## config.mk

```make
export PLATFORM = sky130hd
export DESIGN_NAME = rtc_bcd_date_to_epoch
export DESIGN_NICKNAME = d
export VERILOG_FILES = /design/src/hw/rtl/rtcb2e_pkg.sv /design/src/hw/rtl/rtc_bcd_date_to_epoch.sv
export VERILOG_INCLUDE_DIRS = /design/src /design/src/hw/rtl
export SDC_FILE = /design/constraint.sdc
export NUM_CORES = 1
export LEC_CHECK = 0
export ABC_AREA = 1
export ABC_CLOCK_PERIOD_IN_PS = 6000
export BUFFER_PORTS_ARGS = -buffer_cell sky130_fd_sc_hd__clkbuf_2
export CORE_AREA = 2 2 172 174
export DETAILED_ROUTE_END_ITERATION = 8
export DIE_AREA = 0 0 174 176
export GPL_TIMING_DRIVEN = 0
export PLACE_DENSITY = 0.8
export SKIP_LAST_GASP = 1
export SLEW_MARGIN = 20
export SYNTH_ARGS = -nofsm -noshare
export SYNTH_HDL_FRONTEND = slang
export SYNTH_SLANG_ARGS = --single-unit
```

## constraint.sdc

```tcl
create_clock -name clk_i -period 6 [get_ports clk_i]
set_clock_uncertainty 0.05 [all_clocks]
set_input_delay 1.8 -clock clk_i [delete_from_list [all_inputs] [get_ports clk_i]]
set_output_delay 1.8 -clock clk_i [all_outputs]
set_load 0.02 [all_outputs]
```

## src/hw/rtl/assert_macros.svh

```systemverilog
// Assertion macros shared by the RTL of the RTC date converter.
// Needs clk_i and rst_ni in the scope where a macro is used.
`ifndef ASSERT_MACROS_SVH
`define ASSERT_MACROS_SVH
`ifndef NO_ASSERTIONS
`define ASSERT_CLK(lbl, prop, msg) \
  lbl: assert property (@(posedge clk_i) disable iff (!rst_ni) prop) else $error(msg);
`define ASSERT_NEVER(lbl, cond, msg) \
  lbl: assert property (@(posedge clk_i) disable iff (!rst_ni) !(cond)) else $error(msg);
`else
`define ASSERT_CLK(lbl, prop, msg)
`define ASSERT_NEVER(lbl, cond, msg)
`endif
`endif

```

## src/hw/rtl/rtcb2e_pkg.sv

```systemverilog
// Package for the RTC BCD date to epoch converter: register indexes,
// calendar constants, BCD decode and cumulative month-day lookup. No dependencies.
package rtcb2e_pkg;

  localparam int unsigned CfgIdxW   = 2;
  localparam int unsigned ZoneW     = 18;

  localparam logic [CfgIdxW-1:0] CFG_BCD_MODE    = 2'd0;
  localparam logic [CfgIdxW-1:0] CFG_TWELVE_HOUR = 2'd1;
  localparam logic [CfgIdxW-1:0] CFG_ZONE_OFFSET = 2'd2;

  localparam logic [7:0]  PM_FLAG      = 8'h80;
  localparam logic [7:0]  EPOCH_YEARS  = 8'd30;    // 2000 - 1970
  localparam logic [16:0] DAYS_PER_YR  = 17'd365;
  localparam logic [16:0] SEC_PER_HR   = 17'd3600;
  localparam logic [16:0] SEC_PER_MIN  = 17'd60;
  localparam logic [31:0] SEC_PER_DAY  = 32'd86400;

  // hi*10 + lo, nibbles above 9 pass through (range check comes later)
  function automatic logic [7:0] bcd_to_bin(input logic [7:0] v);
    bcd_to_bin = 8'({v[7:4], 3'b000}) + 8'({v[7:4], 1'b0}) + 8'(v[3:0]);
  endfunction

  // days before the first of month mon (1..12)
  function automatic logic [8:0] cum_days(input logic [3:0] mon, input logic leap);
    logic [8:0] base;
    base = 9'd0;
    case (mon)
      4'd1:    base = 9'd0;
      4'd2:    base = 9'd31;
      4'd3:    base = 9'd59;
      4'd4:    base = 9'd90;
      4'd5:    base = 9'd120;
      4'd6:    base = 9'd151;
      4'd7:    base = 9'd181;
      4'd8:    base = 9'd212;
      4'd9:    base = 9'd243;
      4'd10:   base = 9'd273;
      4'd11:   base = 9'd304;
      4'd12:   base = 9'd334;
      default: base = 9'd0;
    endcase
    cum_days = base + 9'((leap && (mon > 4'd2)) ? 1 : 0);
  endfunction

endpackage

```

## src/hw/rtl/rtc_bcd_date_to_epoch.sv

```systemverilog
// RTC register snapshot (BCD or binary, 12/24 h) to Unix epoch seconds, 2000-2099.
// Uses rtcb2e_pkg and assert_macros.svh.
// Throughput one item per cycle while m_axis_tready does not stall the output.
// Four register stages: decode/check, day count + time of day, days*86400 multiply, final add.
// Reset (rst_ni low, async): pipeline empties, bcd_mode=1, twelve_hour_mode=0, offset=0.
`include "assert_macros.svh"

module rtc_bcd_date_to_epoch
  import rtcb2e_pkg::*;
(
  input  logic               clk_i,
  input  logic               rst_ni,
  // configuration write port
  input  logic               cfg_we_i,
  input  logic [CfgIdxW-1:0] cfg_idx_i,
  input  logic [ZoneW-1:0]   cfg_wdata_i,
  // input stream
  input  logic               s_axis_tvalid,
  output logic               s_axis_tready,
  // [7:0] seconds_raw, [15:8] minutes_raw, [23:16] hours_raw,
  // [31:24] day_raw, [39:32] month_raw, [47:40] year_raw
  input  logic [47:0]        s_axis_tdata,
  // result stream
  output logic               m_axis_tvalid,
  input  logic               m_axis_tready,
  // [31:0] epoch_seconds
  output logic [31:0]        m_axis_tdata,
  // [0] date_error
  output logic               m_axis_tuser
);

  // ---------------------------------------------------------------
  // Configuration registers
  // ---------------------------------------------------------------
  logic                    bcd_q, twelve_q;
  logic signed [ZoneW-1:0] zone_q;

  always_ff @(posedge clk_i or negedge rst_ni) begin
    if (!rst_ni) begin
      bcd_q    <= 1'b1;
      twelve_q <= 1'b0;
      zone_q   <= '0;
    end else if (cfg_we_i) begin
      case (cfg_idx_i)
        CFG_BCD_MODE:    bcd_q    <= cfg_wdata_i[0];
        CFG_TWELVE_HOUR: twelve_q <= cfg_wdata_i[0];
        CFG_ZONE_OFFSET: zone_q   <= $signed(cfg_wdata_i);
        default: ;  // unused index, write dropped
      endcase
    end
  end

  // ---------------------------------------------------------------
  // Pipeline flow control: a stage loads when it is empty or its
  // successor loads, so bubbles collapse and stalls lose nothing.
  // ---------------------------------------------------------------
  logic v1_q, v2_q, v3_q, v4_q;
  logic rdy1, rdy2, rdy3, rdy4;

  assign rdy4 = !v4_q || m_axis_tready;
  assign rdy3 = !v3_q || rdy4;
  assign rdy2 = !v2_q || rdy3;
  assign rdy1 = !v1_q || rdy2;

  assign s_axis_tready = rdy1;

  always_ff @(posedge clk_i or negedge rst_ni) begin
    if (!rst_ni) begin
      v1_q <= 1'b0;
      v2_q <= 1'b0;
      v3_q <= 1'b0;
      v4_q <= 1'b0;
    end else begin
      if (rdy1) v1_q <= s_axis_tvalid;
      if (rdy2) v2_q <= v1_q;
      if (rdy3) v3_q <= v2_q;
      if (rdy4) v4_q <= v3_q;
    end
  end

  // ---------------------------------------------------------------
  // Stage 1: field decode and calendar range check
  // ---------------------------------------------------------------
  logic [7:0] sec_dec, min_dec, day_dec, mon_dec, year_dec;
  logic [7:0] hr_byte, hr_bin, hr_dec;
  logic       pm;
  logic       bad1_d;

  always_comb begin
    sec_dec  = bcd_q ? bcd_to_bin(s_axis_tdata[7:0])   : s_axis_tdata[7:0];
    min_dec  = bcd_q ? bcd_to_bin(s_axis_tdata[15:8])  : s_axis_tdata[15:8];
    day_dec  = bcd_q ? bcd_to_bin(s_axis_tdata[31:24]) : s_axis_tdata[31:24];
    mon_dec  = bcd_q ? bcd_to_bin(s_axis_tdata[39:32]) : s_axis_tdata[39:32];
    year_dec = bcd_q ? bcd_to_bin(s_axis_tdata[47:40]) : s_axis_tdata[47:40];

    // 12-hour: strip PM flag, 12 -> 0, PM adds 12
    pm      = twelve_q && ((s_axis_tdata[23:16] & PM_FLAG) != 8'd0);
    hr_byte = twelve_q ? (s_axis_tdata[23:16] & ~PM_FLAG) : s_axis_tdata[23:16];
    hr_bin  = bcd_q ? bcd_to_bin(hr_byte) : hr_byte;
    hr_dec  = (twelve_q && (hr_bin == 8'd12)) ? 8'd0 : hr_bin;
    if (pm) hr_dec = hr_dec + 8'd12;

    bad1_d = (sec_dec > 8'd59) || (min_dec > 8'd59) || (hr_dec > 8'd23) ||
             (day_dec < 8'd1) || (day_dec > 8'd31) ||
             (mon_dec < 8'd1) || (mon_dec > 8'd12) || (year_dec > 8'd99);
  end

  logic [5:0] sec1_q, min1_q;
  logic [4:0] hour1_q, day1_q;
  logic [3:0] mon1_q;
  logic [6:0] year1_q;
  logic       bad1_q;

  always_ff @(posedge clk_i) begin
    if (rdy1) begin
      sec1_q  <= sec_dec[5:0];
      min1_q  <= min_dec[5:0];
      hour1_q <= hr_dec[4:0];
      day1_q  <= day_dec[4:0];
      mon1_q  <= mon_dec[3:0];
      year1_q <= year_dec[6:0];
      bad1_q  <= bad1_d;
    end
  end

  // ---------------------------------------------------------------
  // Stage 2: day number since 1970 and zone-adjusted time of day
  // ---------------------------------------------------------------
  logic [7:0]         ey;
  logic               leap;
  logic [15:0]        days2_d;
  logic [16:0]        tod_u;
  logic signed [18:0] tod2_d;

  always_comb begin
    ey      = {1'b0, year1_q} + EPOCH_YEARS;
    leap    = (year1_q[1:0] == 2'b00);
    days2_d = 16'(17'(ey) * DAYS_PER_YR + 17'((ey + 8'd1) >> 2) +
                  17'(cum_days(mon1_q, leap)) + 17'(day1_q) - 17'd1);
    tod_u   = 17'(17'(hour1_q) * SEC_PER_HR + 17'(min1_q) * SEC_PER_MIN + 17'(sec1_q));
    tod2_d  = $signed({2'b00, tod_u}) + 19'(zone_q);
  end

  logic [15:0]        days2_q;
  logic signed [18:0] tod2_q;
  logic               bad2_q;

  always_ff @(posedge clk_i) begin
    if (rdy2) begin
      days2_q <= days2_d;
      tod2_q  <= tod2_d;
      bad2_q  <= bad1_q;
    end
  end

  // ---------------------------------------------------------------
  // Stage 3: days * 86400 (16 x 17 bit product fits in 32 bits)
  // ---------------------------------------------------------------
  logic [31:0]        prod3_q;
  logic signed [18:0] tod3_q;
  logic               bad3_q;

  always_ff @(posedge clk_i) begin
    if (rdy3) begin
      prod3_q <= 32'(days2_q) * SEC_PER_DAY;
      tod3_q  <= tod2_q;
      bad3_q  <= bad2_q;
    end
  end

  // ---------------------------------------------------------------
  // Stage 4: final sum, modulo 2^32; zero on a bad date
  // ---------------------------------------------------------------
  logic [31:0] epoch4_q;
  logic        err4_q;

  always_ff @(posedge clk_i) begin
    if (rdy4) begin
      epoch4_q <= bad3_q ? 32'd0 : (prod3_q + 32'(tod3_q));
      err4_q   <= bad3_q;
    end
  end

  assign m_axis_tvalid = v4_q;
  assign m_axis_tdata  = epoch4_q;
  assign m_axis_tuser  = err4_q;

  // ---------------------------------------------------------------
  // Checks
  // ---------------------------------------------------------------
  `ASSERT_CLK(a_err_zero, m_axis_tvalid && m_axis_tuser |-> m_axis_tdata == 32'd0, "error result not zero")
  `ASSERT_CLK(a_s1_range, v1_q && !bad1_q |-> (mon1_q != 4'd0) && (mon1_q <= 4'd12) && (day1_q != 5'd0) && (hour1_q <= 5'd23), "stage 1 passed an out-of-range date")
  `ASSERT_CLK(a_hold_out, v4_q && !m_axis_tready |=> v4_q, "stalled result dropped")
  `ASSERT_NEVER(a_full_only, !s_axis_tready && !(v1_q && v2_q && v3_q && v4_q), "input stalled with a bubble in the pipeline")

endmodule

```

==> qor.yml, run 1 <==
status:
  outcome: "complete, no violations"
final_layout:
  final_nets: 2453
  layout-drive-gt1-share_pct: 10.6
  syn2layout_area_growth_pct: 10.6
  final_core_util_pct: 65.9
  n_antenna_cell: 0
sta:
  worstMarginPinSlew_ns: 1.02
  slew_violations: 0
  period_needed_ns: 5.69
  fmax_mhz: 176
  hold_viol_final: 0
  setup_viol: 0
  post-route-period-util_pct: 94.8
  worst_slack_ns: 0.313
  worst_hold_slack_ns: 0.370
  maxSlewHeadroom_pct: 31.8
  fin_setup_tns_ns: 0
  rsz0062_at_grt: "true"
drt:
  met2_length_mm: 17.0
  drc: 0
  ant_nets: 0
  vias: 12700
  first_pass_iters: 5
  highest_layer: "met4"
  dr_wl_met3_mm: 1.39
  drt_iter0_markers: 686
  wirelength_mm: 34.1
  via_per_inst: 5.30
  met1_length_mm: 15.0
  wl_per_cell_um: 14.2
worst_setup_path:
  path_buf_inv: 3
  crit_cells: 25
  critPathKind: "reg2reg"
  slowest_stage: "fa_1"
  cp.arrival_ns: 5.83
  start_kind: "register"
  r2r_setup_slack_ns: 0.31
  path_max_fanout: 5
  required_ns: 6.15
  rr_worst_depth: 25
  end_kind: "register"
  max_stage_delay_ns: 0.51
  cpLargestDelayFamily: "adder cells"
placed_design:
  dp_hpwl_mm: 28.3
  gp_congestion: 0.902
  io_buffers: 107
  place_worst_setup_slack_ns: -0.0258
yosys:
  synthTopCellsByArea: "edfxtp_1 (26%), ha_1 (20%), fa_1 (12%)"
  synth_xor_area_share_pct: 4.79
  ys_types: 42
  yosysTopAreaCellShare_pct: 26.2
  synth_fa_ha_area_share_pct: 32.2
  ys_warn_count: 0
  yosysSeqAreaShare_pct: 30.8
  synthCells: 1869
  synth_top_family_by_area: "adder cells"
  avgSynthCellArea_um2: 9.09
  synth_nets: 2318
  ys_async_sr_fraction_pct: 13.3
  synth_mux_area_share_pct: 1.06
  netlist_area_um2: 17000
  synth_largest_area_cell: "edfxtp_1"
  synth_seq_cells: 181
  synthFlopType: "edfxtp_1"
  yosys.area_share.simple_pct: 13.9
  synth-compound-area-share_pct: 8.68
  synth_enable_flop_cells: 148
worst_hold_path:
  hold_class: "reg2reg"
  worstHoldPathCells: 0
clocking:
  clkTransAtPathRegs_ns: 0.08
  cts-root-buf: "clkbuf_16"
  clockBufferDepth: 2
  htree_levels: 4
  clk_latency_ns: 0.45
  numCtsBuffers: 17
  cts_tree: "done"
  clkSinkCount: 181
  cts_hold_buffers: 0
floorplanning:
  ios: 108
  core_area_um2: 28500
  rows: 62
  die_h_um: 176
  start_util_pct: 59.5
  die_x_um: 174
  die_area_um2: 30600
global_routing:
  gr-total-overflow: 0
  grt_antenna_before_repair: 0
  grt_use_total_pct: 23.2
  grt_pass1_vias: 12900
  grt_max_degree: 48
  grt_pass1_wl_mm: 58.1
flow_run:
  maxCapViolCount: 0
## routing by layer
metal / track usage [%] / up-vias
met5: 0 / -
met4: 6.83 / 0
met3: 3.92 / 59
met2: 42.2 / 298
met1: 28.4 / 5933
li1: - / 6424
## synth_stat cells (all sizes together) (9+ instances only)
| library cell | instances |
|---|---|
| a21o | 13 |
| dfrtp | 23 |
| xnor2 | 35 |
| o21ai | 79 |
| xor2 | 58 |
| o21bai | 16 |
| or2 | 14 |
| nor3 | 23 |
| ha | 273 |
| nand4 | 14 |
| a21oi | 111 |
| dfxtp | 9 |
| nand2 | 310 |
| edfxtp | 148 |
| nand3 | 75 |
| mux2 | 16 |
| fa | 103 |
| inv | 366 |
| nor2 | 116 |
## kinds of logic after synthesis
logic type / count (synthesis)
adders and majority gates: 376
xor gates and xnor gates: 93
AOI/OAI and AO/OA: 259
DFF: 181
buffers and inverters: 379
muxes: 16
and+or+nand+nor: 565
## state kept, by name, indices dropped and copies added, names as in the netlist, 5 cells and up, named ones only
| signal | flops |
|---|---|
| sec1_q | 6 |
| m_axis_tdata | 32 |
| tod3_q | 19 |
| hour1_q | 5 |
| min1_q | 6 |
| tod2_q | 19 |
| day1_q | 5 |
| days2_q | 16 |
| year1_q | 7 |
| zone_q | 18 |
| prod3_q | 25 |
## stage by stage
stage,cells,instance area [µm²]
2_1_floorplan,1869,17000
4_1_cts,2392,18600
3_5_place_dp,2360,18000
3_3_place_gp,2360,18000
6_report,2401,18800
5_1_grt,2401,18800
## path summary, 6_finish.rpt
path | from | endpoint
max in group asynchronous | rst_ni | m_axis_tvalid$_DFFE_PN0P_
hold / removal | tod2_q[18]$_DFFE_PP_ | tod3_q[18]$_DFFE_PP_
setup / recovery | min1_q[4]$_DFFE_PN_ | tod2_q[17]$_DFFE_PP_
min in group asynchronous | rst_ni | zone_q[0]$_DFFE_PN0P_
setup reg to reg | min1_q[4]$_DFFE_PN_ | tod2_q[17]$_DFFE_PP_
hold reg to reg | tod2_q[18]$_DFFE_PP_ | tod3_q[18]$_DFFE_PP_
## repair_timing
action / in CTS / in global routing
endpoints found under the setup margin: 2 / 13
setup buffers: 0 / 9
gates resized for setup: 1 / 18
## final cells by class
class	count	area [µm²]
clock buffer	17	425
timing repair buffer	116	603
multi-input combinational	1309	10400
inverter	366	1380
buffer	13	75.1
clock inverter	15	216
fill	2322	9750
sequential	181	5230
tap	384	480
## cell usage in the layout, fill, tap and decap left out, types with 23 or more instances in the layout
cell type / instances
inv_1: 358
ha_1: 269
clkbuf_2: 107
xor2_1: 57
xnor2_1: 35
nor2_1: 113
nand3_1: 75
a21oi_1: 108
edfxtp_1: 148
fa_1: 102
nand2_1: 306
dfrtp_1: 23
o21ai_0: 74
Power of run 1 is left out: the tool's default activity adds up to more than one toggle a clock period on the data nets, which glitch-free logic cannot reach.
==> inputs of run 2 (changes only) <==
- ABC_CLOCK_PERIOD_IN_PS: 6000 -> 4600
- CORE_AREA: 2 2 172 174 -> 2 2 176 178
- DIE_AREA: 0 0 174 176 -> 0 0 178 180
- SKIP_CTS_REPAIR_TIMING: default -> 1
- clock period: 6 -> 4.6 ns (I/O delays scaled with it)
==> run 2 against run 1 <==
Net effect:
- the flow now finishes with violations (setup timing)
- critical path depth rose by 7
- count of clock-buffer cells in the layout did not move
- setup slack got worse by 1.2 ns
- die area rose by 4.6%
- global-route usage fell by 0.16 points
- sequential share of layout area fell by 1.7 points
- cell area rose by 6.7%
- first-iteration DRC count rose by 12%
- sequential cell count did not move
- register-to-register slack got worse by 1.2 ns
- critical path type unchanged
==> qor.yml, run 2 (synthesized netlist as in run 1, its figures left out) <==
status:
  outcome: "complete, but fails checks"
  violations: "setup timing"
floorplanning:
  die_x_um: 178  # +2.3%
  ios: 108  # unchanged
  die_h_um: 180  # +2.3%
  rows: 64  # +3.2%
  start_util_pct: 56.3  # -3.2 points
  die_area_um2: 32000  # +4.6%
  core_area_um2: 30200  # +5.8%
drt:
  vias: 13300  # +4.9%
  wirelength_mm: 38.5  # +13%
  drc: 0  # unchanged
  wl_per_cell_um: 15.7  # +10%
  drt_iter0_markers: 768  # +12%
  first_pass_iters: 6  # +1
  ant_nets: 0  # unchanged
  via_per_inst: 5.43  # +2.6%
final_layout:
  largest_reg_flops: 32  # unchanged
  layout-drive-gt1-share_pct: 18.8  # +8.2 points
  mostFrequentLayoutCells: "inv_1 (337), nand2_1 (287), ha_1 (237)"
  final_nets: 2494  # +1.7%
  layout_commonest_cell: "inv_1"
  final_core_util_pct: 66.5  # +0.60 points
  fillers: 2296  # -1.1%
  finalNonFillerCells: 2455  # +2.2%
  syn2layout_area_growth_pct: 18.1
flow_run:
  maxCapViolCount: 0  # unchanged
clocking:
  clkTransAtPathRegs_ns: 0.08  # about the same
  htree_levels: 4  # unchanged
  clockBufferDepth: 2  # unchanged
  clkSinkCount: 181  # unchanged
  cts-root-buf: "clkbuf_16"
  clk_latency_ns: 0.43  # -0.02 ns
  numCtsBuffers: 17  # unchanged
  cts_tree: "done"
sta:
  setup_viol: 23  # +23
  hold_viol_final: 0  # unchanged
  slew_violations: 0  # unchanged
  worst_slack_ns: -0.868  # -1.18 ns
  fmax_mhz: 183  # +4.0%
  worstMarginPinSlew_ns: 0.782  # -0.238 ns
  post-route-period-util_pct: 119  # +24 points
  rsz0062_at_grt: "true"
  maxSlewHeadroom_pct: 47.8  # +16 points
  period_needed_ns: 5.47  # -0.218 ns
placed_design:
  gp_congestion: 0.925  # +2.6%
  dp_cells: 2372  # +0.51%
  place_worst_setup_slack_ns: -0.818  # -0.792 ns
  dp_hpwl_mm: 29.9  # +5.6%
  io_buffers: 107  # unchanged
worst_setup_path:
  cp_common_cell: "nand2_1"
  end_kind: "register"
  cp.arrival_ns: 5.60  # -0.23 ns
  slowest_stage: "fa_1"
  path_max_fanout: 4  # -1
  required_ns: 4.73  # -1.42 ns
  r2r_setup_slack_ns: -0.87  # -1.18 ns
  max_stage_delay_ns: 0.48  # -0.03 ns
  critPathKind: "reg2reg"
  start_kind: "register"
global_routing:
  grt_pass1_vias: 13200  # +2.4%
  gr-total-overflow: 0  # unchanged
  grt_antenna_before_repair: 1  # +1
  grt_pass1_wl_mm: 60.1  # +3.5%
  grt_use_total_pct: 23.1  # -0.16 points
  grt_max_degree: 48  # unchanged
worst_hold_path:
  hold_class: "reg2reg"
## run 2: cell count changes in the layout (fill, tap and decap cells not counted), moves of 9 or more
cell | before | now
ha_1 | 269 | 237
buf_4 | 9 | 40
o21ai_0 | 74 | 60
nand2_2 | 3 | 13
inv_1 | 358 | 337
nand2_1 | 306 | 287
a21oi_2 | 3 | 15
inv_2 | 7 | 22
a21oi_1 | 108 | 92
buf_6 | 3 | 12
ha_4 | 2 | 32
## run 2: final cells by class
type	instances	area [µm²]	area share, %
multi-input cells	1309	11300	56.2
flip-flops and latches	181	5230	26.1
inverters	366	1400	6.95
repair buffers	157	957	4.77
well taps	396	495	2.47
clock buffers	17	425	2.12
clock inverters	15	216	1.08
plain buffers	13	75.1	0.374
diodes	1	2.50	0.0125
## run 2: worst paths after layout
path,from,endpoint,cells past startpoint
max,min1_q[2]$_DFFE_PN_,tod2_q[17]$_DFFE_PP_,32
min,tod2_q[10]$_DFFE_PP_,tod3_q[10]$_DFFE_PP_,0
max reg2reg,min1_q[2]$_DFFE_PN_,tod2_q[17]$_DFFE_PP_,32
min reg2reg,tod2_q[10]$_DFFE_PP_,tod3_q[10]$_DFFE_PP_,0
max in group asynchronous,rst_ni,v2_q$_DFFE_PN0P_,1
min in group asynchronous,rst_ni,zone_q[15]$_DFFE_PN0P_,1
## run 2: routing by layer
layer  vias to the layer above  routed length (µm)  share of wire [%]  track usage, %
li1                       6515                   -                  -               -
met4                         0                 881                2.3            6.30
met3                        73                1630                4.2            2.81
met2                       402               20300                 53            42.0
met5                         -                   0                  0               0
met1                      6348               15700                 41            28.5
## run 2: critical path: cells and delay by family, from the launching register on
family	cells	cell delay (ns)
fa+ha+maj	6	2.00
simple gates	16	1.33
compound gates	6	0.89
flops	1	0.43
xor+xnor	2	0.31
buf+inv	2	0.23
## run 2: metrics by stage
step           hold slack (ns)  setup TNS (ns)  instance area (µm²)
3_5_place_dp             0.355          -11.68                18500
6_report                 0.368          -10.51                20100
2_1_floorplan            0.350           -2.05                17400
3_3_place_gp             0.351           -8.56                18500
4_1_cts                  0.369          -11.62                19100
5_1_grt                  0.378          -14.80                20100
Power of run 2 is left out for the same reason.
